$ cat src/rtl/core/sensor_measure_alarm_fsm_top_assert.svh
// Assertion macros for the measurement sequencer.
// Used by sensor_measure_alarm_fsm_top; expects clk and rst_n in scope.
`ifndef SENSOR_MEASURE_ALARM_FSM_TOP_ASSERT_SVH
`define SENSOR_MEASURE_ALARM_FSM_TOP_ASSERT_SVH

// Same-cycle implication, disabled during reset.
`define SMA_ASSERT_IMPL(label, ante, cons) \
  label: assert property (@(posedge clk) disable iff (!rst_n) (ante) |-> (cons)) \
    else $error("assertion failed");

// Next-cycle implication, disabled during reset.
`define SMA_ASSERT_NEXT(label, ante, cons) \
  label: assert property (@(posedge clk) disable iff (!rst_n) (ante) |=> (cons)) \
    else $error("assertion failed");

`endif

$ cat src/rtl/core/sma_pkg.sv
// Shared types and codes for the measurement sequencer.
// No dependencies.
`default_nettype none

package sma_pkg;

  typedef enum logic [2:0] {
    OP_INIT    = 3'd0,
    OP_START   = 3'd1,
    OP_PROCESS = 3'd2,
    OP_GET     = 3'd3,
    OP_CHECK   = 3'd4
  } op_t;

  localparam logic signed [14:0] TEMP_HIGH_LIMIT_RST = 15'sd3000;
  localparam logic [15:0]        WAIT_MS_RST         = 16'd50;

  localparam logic REG_TEMP_HIGH_LIMIT = 1'b0;
  localparam logic REG_WAIT_MS         = 1'b1;

  typedef struct packed {
    logic signed [14:0] temp_high_limit;
    logic [15:0]        wait_ms;
  } cfg_t;

  typedef struct packed {
    logic [2:0]         op;
    logic [31:0]        now_ms;
    logic               driver_ok;
    logic               read_ok;
    logic signed [14:0] temp_in;
    logic [13:0]        humid_in;
  } evt_t;

  typedef struct packed {
    logic [2:0]         fsm_state;
    logic               op_ok;
    logic signed [14:0] temp_out;
    logic [13:0]        humid_out;
    logic               alarm_out;
  } res_t;

endpackage

`default_nettype wire

$ cat src/rtl/core/sma_cfg.sv
// APB-style configuration registers of the measurement sequencer.
// Depends on sma_pkg.
`default_nettype none

module sma_cfg (
  input  wire logic         clk,
  input  wire logic         rst_n,
  input  wire logic         cfg_psel,
  input  wire logic         cfg_penable,
  input  wire logic         cfg_pwrite,
  input  wire logic [2:0]   cfg_paddr,
  input  wire logic [31:0]  cfg_pwdata,
  output logic [31:0]       cfg_prdata,
  output logic              cfg_pready,
  output sma_pkg::cfg_t     cfg
);

  sma_pkg::cfg_t cfg_r;
  logic          wr_en;

  assign cfg_pready = 1'b1;
  assign wr_en      = cfg_psel && cfg_penable && cfg_pwrite && cfg_pready;
  assign cfg        = cfg_r;

  always_ff @(posedge clk) begin
    if (!rst_n) begin
      cfg_r.temp_high_limit <= sma_pkg::TEMP_HIGH_LIMIT_RST;
      cfg_r.wait_ms         <= sma_pkg::WAIT_MS_RST;
    end else if (wr_en) begin
      unique case (cfg_paddr[2])
        sma_pkg::REG_TEMP_HIGH_LIMIT: cfg_r.temp_high_limit <= cfg_pwdata[14:0];
        sma_pkg::REG_WAIT_MS:         cfg_r.wait_ms         <= cfg_pwdata[15:0];
        default: ;
      endcase
    end
  end

  always_comb begin
    unique case (cfg_paddr[2])
      sma_pkg::REG_TEMP_HIGH_LIMIT: cfg_prdata = {17'd0, cfg_r.temp_high_limit};
      sma_pkg::REG_WAIT_MS:         cfg_prdata = {16'd0, cfg_r.wait_ms};
      default:                      cfg_prdata = 32'd0;
    endcase
  end

endmodule

`default_nettype wire

$ cat src/rtl/core/sma_core.sv
// Sequencer state, per-event next-state logic and result register.
// Depends on sma_pkg.
`default_nettype none

module sma_core (
  input  wire logic          clk,
  input  wire logic          rst_n,
  input  wire sma_pkg::cfg_t cfg,
  input  wire logic          evt_vld,
  input  wire sma_pkg::evt_t evt,
  output logic               evt_rdy,
  output logic               res_vld,
  output sma_pkg::res_t      res,
  input  wire logic          res_rdy
);

  typedef enum logic [2:0] {
    MODE_IDLE      = 3'd0,
    MODE_MEASURING = 3'd1,
    MODE_READY     = 3'd2,
    MODE_ALARM     = 3'd3,
    MODE_ERROR     = 3'd4
  } mode_t;

  mode_t              mode_r, mode_nxt;
  logic [31:0]        start_time_r, start_time_nxt;
  logic signed [14:0] last_temp_r, last_temp_nxt;
  logic [13:0]        last_humid_r, last_humid_nxt;
  logic               alarm_r, alarm_nxt;
  logic               res_vld_r;
  sma_pkg::res_t      res_r, res_nxt;
  logic [31:0]        elapsed;
  logic               wait_done;
  logic               ok;
  logic               alarm_rep;
  logic               take;

  assign evt_rdy   = !res_vld_r || res_rdy;
  assign take      = evt_vld && evt_rdy;
  assign res_vld   = res_vld_r;
  assign res       = res_r;
  assign elapsed   = evt.now_ms - start_time_r;
  assign wait_done = elapsed >= {16'd0, cfg.wait_ms};

  always_comb begin
    mode_nxt       = mode_r;
    start_time_nxt = start_time_r;
    last_temp_nxt  = last_temp_r;
    last_humid_nxt = last_humid_r;
    alarm_nxt      = alarm_r;
    ok             = 1'b1;
    alarm_rep      = alarm_r;
    case (evt.op)
      sma_pkg::OP_INIT: begin
        if (evt.driver_ok) begin
          mode_nxt  = MODE_IDLE;
          alarm_nxt = 1'b0;
        end else begin
          mode_nxt = MODE_ERROR;
          ok       = 1'b0;
        end
      end
      sma_pkg::OP_START: begin
        if (mode_r == MODE_IDLE) begin
          if (evt.driver_ok) begin
            mode_nxt       = MODE_MEASURING;
            start_time_nxt = evt.now_ms;
          end else begin
            mode_nxt = MODE_ERROR;
          end
        end
      end
      sma_pkg::OP_PROCESS: begin
        if (mode_r == MODE_MEASURING && wait_done) begin
          if (evt.read_ok) begin
            last_temp_nxt  = evt.temp_in;
            last_humid_nxt = evt.humid_in;
            if (evt.temp_in > cfg.temp_high_limit) begin
              mode_nxt  = MODE_ALARM;
              alarm_nxt = 1'b1;
            end else begin
              mode_nxt = MODE_READY;
            end
          end else begin
            mode_nxt = MODE_ERROR;
          end
        end
      end
      sma_pkg::OP_GET: begin
        if (mode_r == MODE_READY || mode_r == MODE_ALARM) begin
          mode_nxt = MODE_IDLE;
        end else begin
          ok = 1'b0;
        end
      end
      sma_pkg::OP_CHECK: begin
        if (alarm_r) begin
          alarm_nxt = 1'b0;
          mode_nxt  = MODE_IDLE;
        end
      end
      default: ;
    endcase
    if (evt.op != sma_pkg::OP_CHECK) begin
      alarm_rep = alarm_nxt;
    end
    res_nxt.fsm_state = mode_nxt;
    res_nxt.op_ok     = ok;
    res_nxt.temp_out  = last_temp_nxt;
    res_nxt.humid_out = last_humid_nxt;
    res_nxt.alarm_out = alarm_rep;
  end

  always_ff @(posedge clk) begin
    if (!rst_n) begin
      mode_r       <= MODE_IDLE;
      start_time_r <= 32'd0;
      last_temp_r  <= 15'sd0;
      last_humid_r <= 14'd0;
      alarm_r      <= 1'b0;
      res_vld_r    <= 1'b0;
      res_r        <= '0;
    end else begin
      if (take) begin
        mode_r       <= mode_nxt;
        start_time_r <= start_time_nxt;
        last_temp_r  <= last_temp_nxt;
        last_humid_r <= last_humid_nxt;
        alarm_r      <= alarm_nxt;
        res_vld_r    <= 1'b1;
        res_r        <= res_nxt;
      end else if (res_rdy) begin
        res_vld_r <= 1'b0;
      end
    end
  end

endmodule

`default_nettype wire

$ cat src/rtl/core/sensor_measure_alarm_fsm_top.sv
// Top level of the measurement sequencer: input register, core and config port.
// Depends on sma_pkg, sma_cfg, sma_core and the assertion macro header.
//
// Usage:
//   in_*   : one event per transaction. in_tuser carries the event code, in_tdata
//            the time stamp, driver outcomes and the read sample.
//   out_*  : one result per event, in order: state after the event, success
//            flag, stored temperature and humidity, alarm flag.
//   cfg_*  : APB-style port; 0x0 alarm threshold, 0x4 wait in milliseconds.
//            Write only while no event is in flight.
// Path: the edge that takes an event loads the input register; its result is then
//   registered in the result register, from which it can be taken.
// Throughput: one event per cycle while out_tready stays high; the per-event state
//   update is a single compare-and-update between the input and result registers.
// Reset: synchronous active low; state goes to idle, stored data and alarm
//   flag to zero, registers to their defaults, both channels empty.
// Stall: while out_tready is low the result holds; the input register still
//   takes one more event, then in_tready drops until the result is taken.
`default_nettype none
`include "sensor_measure_alarm_fsm_top_assert.svh"

module sensor_measure_alarm_fsm_top (
  input  wire logic         clk,
  input  wire logic         rst_n,
  // slave stream
  input  wire logic         in_tvalid,
  output logic              in_tready,
  // [31:0] now_ms, [32] driver_ok, [33] read_ok, [48:34] temp_in,
  // [62:49] humid_in, [63] zero
  input  wire logic [63:0]  in_tdata,
  // [2:0] op
  input  wire logic [2:0]   in_tuser,
  // master stream
  output logic              out_tvalid,
  input  wire logic         out_tready,
  // [2:0] fsm_state, [3] op_ok, [18:4] temp_out, [32:19] humid_out,
  // [33] alarm_out, [39:34] zero
  output logic [39:0]       out_tdata,
  // configuration port
  input  wire logic         cfg_psel,
  input  wire logic         cfg_penable,
  input  wire logic         cfg_pwrite,
  input  wire logic [2:0]   cfg_paddr,
  input  wire logic [31:0]  cfg_pwdata,
  output logic [31:0]       cfg_prdata,
  output logic              cfg_pready
);

  sma_pkg::cfg_t cfg;
  sma_pkg::evt_t s1_evt_r;
  logic          s1_vld_r;
  logic          core_rdy;
  logic          s1_move;
  sma_pkg::res_t res;

  assign s1_move   = s1_vld_r && core_rdy;
  assign in_tready = !s1_vld_r || core_rdy;

  always_ff @(posedge clk) begin
    if (!rst_n) begin
      s1_vld_r <= 1'b0;
    end else if (in_tready) begin
      s1_vld_r <= in_tvalid;
    end
  end

  always_ff @(posedge clk) begin
    if (in_tvalid && in_tready) begin
      s1_evt_r.op        <= in_tuser;
      s1_evt_r.now_ms    <= in_tdata[31:0];
      s1_evt_r.driver_ok <= in_tdata[32];
      s1_evt_r.read_ok   <= in_tdata[33];
      s1_evt_r.temp_in   <= in_tdata[48:34];
      s1_evt_r.humid_in  <= in_tdata[62:49];
    end
  end

  sma_cfg u_cfg (
    .clk         (clk),
    .rst_n       (rst_n),
    .cfg_psel    (cfg_psel),
    .cfg_penable (cfg_penable),
    .cfg_pwrite  (cfg_pwrite),
    .cfg_paddr   (cfg_paddr),
    .cfg_pwdata  (cfg_pwdata),
    .cfg_prdata  (cfg_prdata),
    .cfg_pready  (cfg_pready),
    .cfg         (cfg)
  );

  sma_core u_core (
    .clk     (clk),
    .rst_n   (rst_n),
    .cfg     (cfg),
    .evt_vld (s1_vld_r),
    .evt     (s1_evt_r),
    .evt_rdy (core_rdy),
    .res_vld (out_tvalid),
    .res     (res),
    .res_rdy (out_tready)
  );

  assign out_tdata = {6'd0, res.alarm_out, res.humid_out, res.temp_out,
                      res.op_ok, res.fsm_state};

  `SMA_ASSERT_NEXT(a_accept_fills_s1, in_tvalid && in_tready, s1_vld_r)
  `SMA_ASSERT_NEXT(a_move_gives_result, s1_move, out_tvalid)
  `SMA_ASSERT_IMPL(a_full_stall_blocks, s1_vld_r && out_tvalid && !out_tready, !in_tready)

endmodule

`default_nettype wire
$ cat config.mk
export PLATFORM = sky130hd
export DESIGN_NAME = sensor_measure_alarm_fsm_top
export DESIGN_NICKNAME = d
export VERILOG_FILES = /design/src/rtl/core/sma_pkg.sv /design/src/rtl/core/sma_cfg.sv /design/src/rtl/core/sma_core.sv /design/src/rtl/core/sensor_measure_alarm_fsm_top.sv
export VERILOG_INCLUDE_DIRS = /design/src /design/src/rtl/core
export SDC_FILE = /design/constraint.sdc
export NUM_CORES = 1
export LEC_CHECK = 0
export BUFFER_PORTS_ARGS = -buffer_cell sky130_fd_sc_hd__clkbuf_2
export CAP_MARGIN = 20
export CORE_MARGIN = 8
export CORE_UTILIZATION = 37
export DETAILED_ROUTE_END_ITERATION = 7
export GPL_TIMING_DRIVEN = 1
export PLACE_DENSITY = 0.54
export REMOVE_ABC_BUFFERS = 1
export SYNTH_ARGS = -nofsm -noshare
export SYNTH_HDL_FRONTEND = slang
export SYNTH_SLANG_ARGS = --single-unit
$ cat constraint.sdc
create_clock -name clk -period 4.8 [get_ports clk]
set_clock_uncertainty 0.05 [all_clocks]
set_input_delay 0.48 -clock clk [delete_from_list [all_inputs] [get_ports clk]]
set_output_delay 0.48 -clock clk [all_outputs]
set_load 0.05 [all_outputs]
# [Word level (Yosys, flattened, before mapping)]
# Cells that the tools add are included.
[classes] bitwise=1 n_lt_le_gt_ge=2 reduce_logical=19 muxes=21 n_eq_ne=12 n_addsub=1
[op_table] operator="case mux 32 bit (2 select lines)" n=1
[op_table] operator="greater-or-equal comparator 32 x 16 -> 1 bit" n=1
[op_table] operator="subtractor 32 bit" n=1
[op_table] operator="2-to-1 mux 3 bit" n=7
[op_table] operator="> comparator 15 bit" n=1
[op_table] operator="case mux 3 bit (5 select lines)" n=1
[op_table] operator="== test 3 x 2 -> 1 bit (second input constant)" n=4
[op_table] operator="2-to-1 mux 1 bit" n=10
[op_table] operator="!= test 2 x 1 -> 1 bit (second input constant)" n=4
[op_table] operator="AND reduction 4 bit" n=2
[op_table] operator="== test 3 x 1 -> 1 bit (second input constant)" n=2
[op_table] operator="logical NOT 3 bit" n=2
[op_table] operator="AND reduction 6 bit" n=1
[op_table] operator="logical AND 1 bit" n=5
[op_table] operator="nonzero test 5 bit" n=1
[op_table] operator="AND reduction 2 bit" n=2
[op_table] operator="== test 3 bit (second input constant)" n=1
[op_table] operator="logical OR 1 bit" n=3
[op_table] operator="!= test 3 bit (second input constant)" n=1
[op_table] operator="case mux 1 bit (3 select lines)" n=1
[op_table] operator="logical NOT 1 bit" n=2
[op_table] operator="case mux 1 bit (2 select lines)" n=1
[op_table] operator="nonzero test 2 bit" n=1
[op_table] operator="inverter 1 bit" n=1
[totals] register_bits=166 word_cells=73

# [Depth between registers and ports, before layout]
[depth] depth_word=6 depth_mapped=21

# [By module]
# From an unflattened synthesis, not the netlist that was laid out.
[unflattened] hier_cells=997 area_unflattened_um2=9316.4
[by_module_without_submodules] mod="sma_core" seq_area_each_um2=1361.3 cells_per_inst=755 instances=1 area_each_um2=5644.2
[by_module_without_submodules] mod="sensor_measure_alarm_fsm_top" seq_area_each_um2=2001.9 cells_per_inst=78 instances=1 area_each_um2=2088.3
[by_module_without_submodules] mod="sma_cfg" seq_area_each_um2=620.6 cells_per_inst=164 instances=1 area_each_um2=1584.0

# [Worst setup path after synthesis]
# Ideal clock, no wire load.
[synth_timing] kind="reg-to-reg" startpoint="register s1_evt_r[39] in the netlist's numbering" endpoint="register u_core.last_humid_r[0]" n_path_buf=1 setup_slack_ns=0.456 stages_incl_launch_ff=19 t_arrival_ns=4.177 period_less_slack_ns=4.344 path_cell_list="edfxtp_1 -> ha_1 -> nand2_1 -> o21ai_0 -> nand2_1 -> and3_1 -> o21bai_1 -> xor2_1 -> ha_1 -> a221o_1 -> a2111oi_2 -> o2111ai_1 -> a2111oi_2 -> o2111ai_1 -> nor4_4 -> a2111oi_4 -> buf_6 -> mux2i_1 -> nor2b_1"
[synth_between] elab_chain_len=4
[synth_lines] element="start: declaration" line_no="sensor_measure_alarm_fsm_top.sv:50" rtl="sma_pkg::evt_t s1_evt_r;"
[synth_lines] element="subtractor 32 bit" line_no="sma_core.sv:42" rtl="assign elapsed = evt.now_ms - start_time_r;"
[synth_lines] element="greater-or-equal comparator 32 x 16 -> 1 bit" line_no="sma_core.sv:43" rtl="assign wait_done = elapsed >= {16'd0, cfg.wait_ms};"
[synth_lines] element="logical AND 1 bit" line_no="sma_core.sv:74" rtl="if (mode_r == MODE_MEASURING && wait_done) begin"
[synth_lines] element="AND reduction 4 bit (no source line)"
[synth_lines] element="end signal: assignment" line_no="sma_core.sv:128" rtl="last_humid_r <= last_humid_nxt;"
[synth_lines] element="end: declaration" line_no="sma_core.sv:28" rtl="logic [13:0] last_humid_r, last_humid_nxt;"
# No other way between the ends.
# A chain may end at the register's enable or synchronous reset.

# [Final worst setup path]
[layout_timing] startpoint="register s1_evt_r[32] in the netlist's numbering" endpoint="register u_core.last_temp_r[6]"
[layout_between] elab_chain_len=4
[layout_lines] element="subtractor 32 bit" line_no="sma_core.sv:42"
[layout_lines] element="greater-or-equal comparator 32 x 16 -> 1 bit" line_no="sma_core.sv:43"
[layout_lines] element="logical AND 1 bit" line_no="sma_core.sv:74"
[layout_lines] element="AND reduction 4 bit (no source line)"
[layout_lines] element="end signal: assignment" line_no="sma_core.sv:127" rtl="last_temp_r <= last_temp_nxt;"
[layout_lines] element="end: declaration" line_no="sma_core.sv:27" rtl="logic signed [14:0] last_temp_r, last_temp_nxt;"
# No other way between the ends.

==> summary.md <==
| Metric | Value |
|---|---|
| # fillers | `around 2.5k` |
| Crit path max fanout | `7` |
| Final Setup Violations | `0` |
| First-pass GRT wire length | `around 40 mm` |
| Die Area | `a little over 30000 sq um` |
| Worst reg2reg endpoint | `u_core.last_temp_r[6]` |
| IO Pins | `184` |
| Multi-input gate area | `4810 sq um` |
| WL per Instance | `roughly 17 um` |
| Dpl hpwl | `roughly 18 mm` |
| Syn-to-layout area delta | `21.35%` |
| DRC violations left | `0` |
| Total gr overflow | `0` |
| Mapped cell area | `~9300 sq um` |
| Layout cells sized above 1 | `21.41%` |
| Most common cell in the synthesized netlist | `nand2_1` |
| EDFF count, synth | `66` |
| Slew Limit Fails | `0` |
| Crit. End Element | `flip-flop` |
| Largest delay share family, worst path | `compound AO/OA/AOI/OAI gates` |
| CTS tree | `built` |
| Critical Path Start | `s1_evt_r[32]` |
| RSZ-0062 raised after global routing | `true` |
| Slew @ Worst Pin | `~0.93 ns` |
| Final hold violation count | `0` |
| Hold crit path type | `in -> reg` |
| Hold WS | `roughly 0.15 ns` |
| Worst EP arrival | `5.08 ns` |
| Max rail drop VDD | `~200 uV` |
| Top_reg_cell synth | `dfxtp_1` |
| Std cell rows | `58` |
| Pwr dens | `310.1 nW/um^2` |
| Final wirelength | `between 20 and 30 mm` |
| Crit path time final | `around 4.8 ns` |
| Die Ht | `174.1 um` |
| Vias/cell | `approximately 5` |
| ANT cells | `0` |
| Slew margin rel. | `38.13%` |
| Syn Inst Count | `between 1k and 1.5k` |
| Initial drt markers | `324` |
| Comb pwr share | `14.8%` |
| Post-synth top cells | `191 x nand2_1, 100 x dfxtp_1, 73 x inv_1` |
| Clk pwr share | `about two fifths` |
| Critical path cell sequence | `ha_1 > nor2b_4 > o2111a_2 > o2111ai_4 > and3_4 > o21bai_4 > xor2_1 > ha_1 > a221o_1 > a2111oi_4 > o2111ai_2 > a2111oi_4 > o2111ai_2 > nor4_4 > buf_4 > a2111oi_4 > buf_6 > clkbuf_16 > mux2i_1 > nor2b_1` |
| Setup ws final | `around 0.0076 ns` |
| Sw Ratio | `30.47%` |
| Root buf cell | `clkbuf_16` |
| Critical Path Start Type | `flip-flop` |
| Sink Count | `166` |
| Status | `finished clean` |
| Starting Density | `between 30% and 40%` |
| Worst path buffer plus inverter count | `3` |
| Reg-to-Reg Start | `s1_evt_r[32]` |
| Sequential Area | `3984 sq um` |
| Die width | `between 150 and 200 um` |
| Total power | `roughly 3.5 mW` |
| Crit path depth | `20` |
| Final #Nets | `between 1k and 1.5k` |
| Worst EP required | `5.08 ns` |
| R2R setup slack | `between 0.007 and 0.008 ns` |
| P_leak | `approximately 4.3 nW` |
| Pin count of the biggest net entering global routing | `between 60 and 70` |
| Number of global-route vias before repair | `7696` |
| Placer Congestion | `0.8851` |
| Sequential element share of the synthesized area | `43.06%` |
| Synth Register Bits | `between 150 and 200` |
| Post-synth top area cell | `dfxtp_1` |
| Yosys top cell area share | `roughly 22%` |
| Post-Place Setup Slack | `-0.1190 ns` |
| Sw power | `1.061 mW` |
| Core ar. | `between 20000 and 25000 sq um` |
| Synth area leaders | `dfxtp_1 22%, edfxtp_1 21%, ha_1 8.4%, nand2_1 7.7%, a21boi_0 4.5%` |
| Fraction of registers with async set/reset | `0%` |
| Reg power frac | `between 40% and 50%` |
| Type of the worst setup path | `reg -> reg` |
| Syn Area/Cell | `around 9 sq um` |
| Drt first pass iters | `7` |
| Worst path most repeated cell | `a2111oi_4` |
| Worst setup path endpoint | `u_core.last_temp_r[6]` |
| Clock Latency Late Sink | `between 0.4 and 0.5 ns` |
| GRT Total Usage | `16.20%` |
| Maximum clock frequency | `~210 MHz` |
| Clock-pin transition on the worst setup and hold timing paths | `roughly 0.090 ns` |
| Inst Count DP | `roughly 1.5k` |
| Clk buf depth | `2` |
| Reg2Reg Depth | `20` |
| Internal cell power | `approximately 2.4 mW` |
| Yosys cell types | `71` |
| Num CTS Buffers | `17` |
| Non-filler cells, final | `between 1.5k and 2k` |
| Vias post-DR | `7545` |
| Max H-tree Level | `4` |
| Slowest stage delay, CP | `roughly 0.42 ns` |
| I/O Buffers | `141` |
| Slowest-stage cell, CP | `edfxtp_1` |
| Max_cap viols | `0` |
| Synth warn | `0` |
| Initial antenna violation count | `0` |
| Tcrit/Tclk final | `between 90% and 100%` |
| # hold bufs at CTS | `0` |
| Antenna Violating Nets Remaining | `0` |
==> stage by stage <==
stage                     setup TNS (ns)  cell area [sq um]  utilization [%]
after global placement            -1.948              10340            41.53
final                                  0              11230            45.11
after CTS                              0              10970            44.06
after floorplan                   -12.71               8941                -
after detailed placement          -2.496              10340            41.53
after global routing              -4.410              11230            45.11
==> worst min-delay path by stage <==
stage                     depth (start not counted)  slack (ns)                    start                       to
after floorplan                                   2        0.39            u_cfg.cfg[15]            u_cfg.cfg[15]
after global placement                            2        0.40  u_core.start_time_r[28]  u_core.start_time_r[28]
after detailed placement                          2        0.41            u_cfg.cfg[17]            u_cfg.cfg[17]
after CTS                                         1        0.14             in_tdata[51]              s1_evt_r[2]
after global routing                              1        0.13             in_tdata[51]              s1_evt_r[2]
final                                             1        0.15             in_tdata[51]              s1_evt_r[2]
==> repair_timing <==
item | 4_1_cts | 5_1_grt
endpoints found under the setup margin | 34 | 34
gates resized for setup | 3 | 28
pin swaps | 2 | 20
buffers inserted | 0 | 7
gates cloned | 0 | 3
==> cells by family (layout without fill, tap and decap cells) <==
family	count (synthesis)	in the layout	share of synthesized area (%)
other cells	2	23	0.08117
mux	33	33	3.584
buf+inv	144	293	7.221
flops	166	166	43.06
fa+ha+maj	63	63	8.600
simple gates	339	339	17.04
xor+xnor	18	18	1.704
compound gates	242	242	18.72
==> flip-flops by register name, summed over array words and instances, names as in the netlist <==
signal and count:
s1_evt_r 66, u_core.last_temp_r 15, u_core.res_vld 1, u_cfg.cfg 31, u_core.res 2, u_core.mode_r 3, u_core.alarm_r 1, u_core.last_humid_r 14
s1_vld_r 1, u_core.start_time_r 32
==> final cells by class <==
type | count | share of cell area [%]
Tap cell | 330 | 3.677
Clock inverter | 15 | 1.705
Clock buffer | 17 | 3.789
Multi-Input combinational cell | 718 | 42.83
Timing Repair Buffer | 187 | 10.04
Inverter | 74 | 2.474
Sequential cell | 166 | 35.48
==> cell usage in the layout (no fill, tap or decap), types with 5 or more instances in the layout <==
master / count
nand3_1: 15
and3_1: 5
a21boi_0: 56
nand2_1: 189
a21o_1: 11
ha_1: 61
nor2b_1: 34
a31oi_1: 6
mux2i_1: 32
buf_4: 40
nand4_1: 15
nand2b_1: 7
clkbuf_2: 141
conb_1: 23
edfxtp_1: 66
a21oi_1: 39
dfxtp_1: 100
nor3_1: 9
o21ai_0: 38
or3_1: 5
o22ai_1: 5
inv_1: 73
clkbuf_16: 19
xnor2_1: 13
xor2_1: 5
o21a_1: 8
nor2_1: 32
clkinv_8: 5
o211ai_1: 17
==> power groups by stage <==
stage / clock [mW] / sequential (mW) / combinational, mW
final: 1.42 / 1.54 / 0.517
after detailed placement: 0 / 1.57 / 0.492
after CTS: 1.47 / 1.54 / 0.496
after global placement: 0 / 1.57 / 0.490
after floorplan: 0 / 1.57 / 0.318
after global routing: 1.53 / 1.55 / 0.568
==> per-layer routing <==
metal / part of all wire (%) / track usage [%]
met1: 46 / 20.17
met2: 46 / 26.19
met3: 6.9 / 5.511
met4: 1.5 / 4.703
met5: 0 / 0
(Power assumes the default switching activity.)
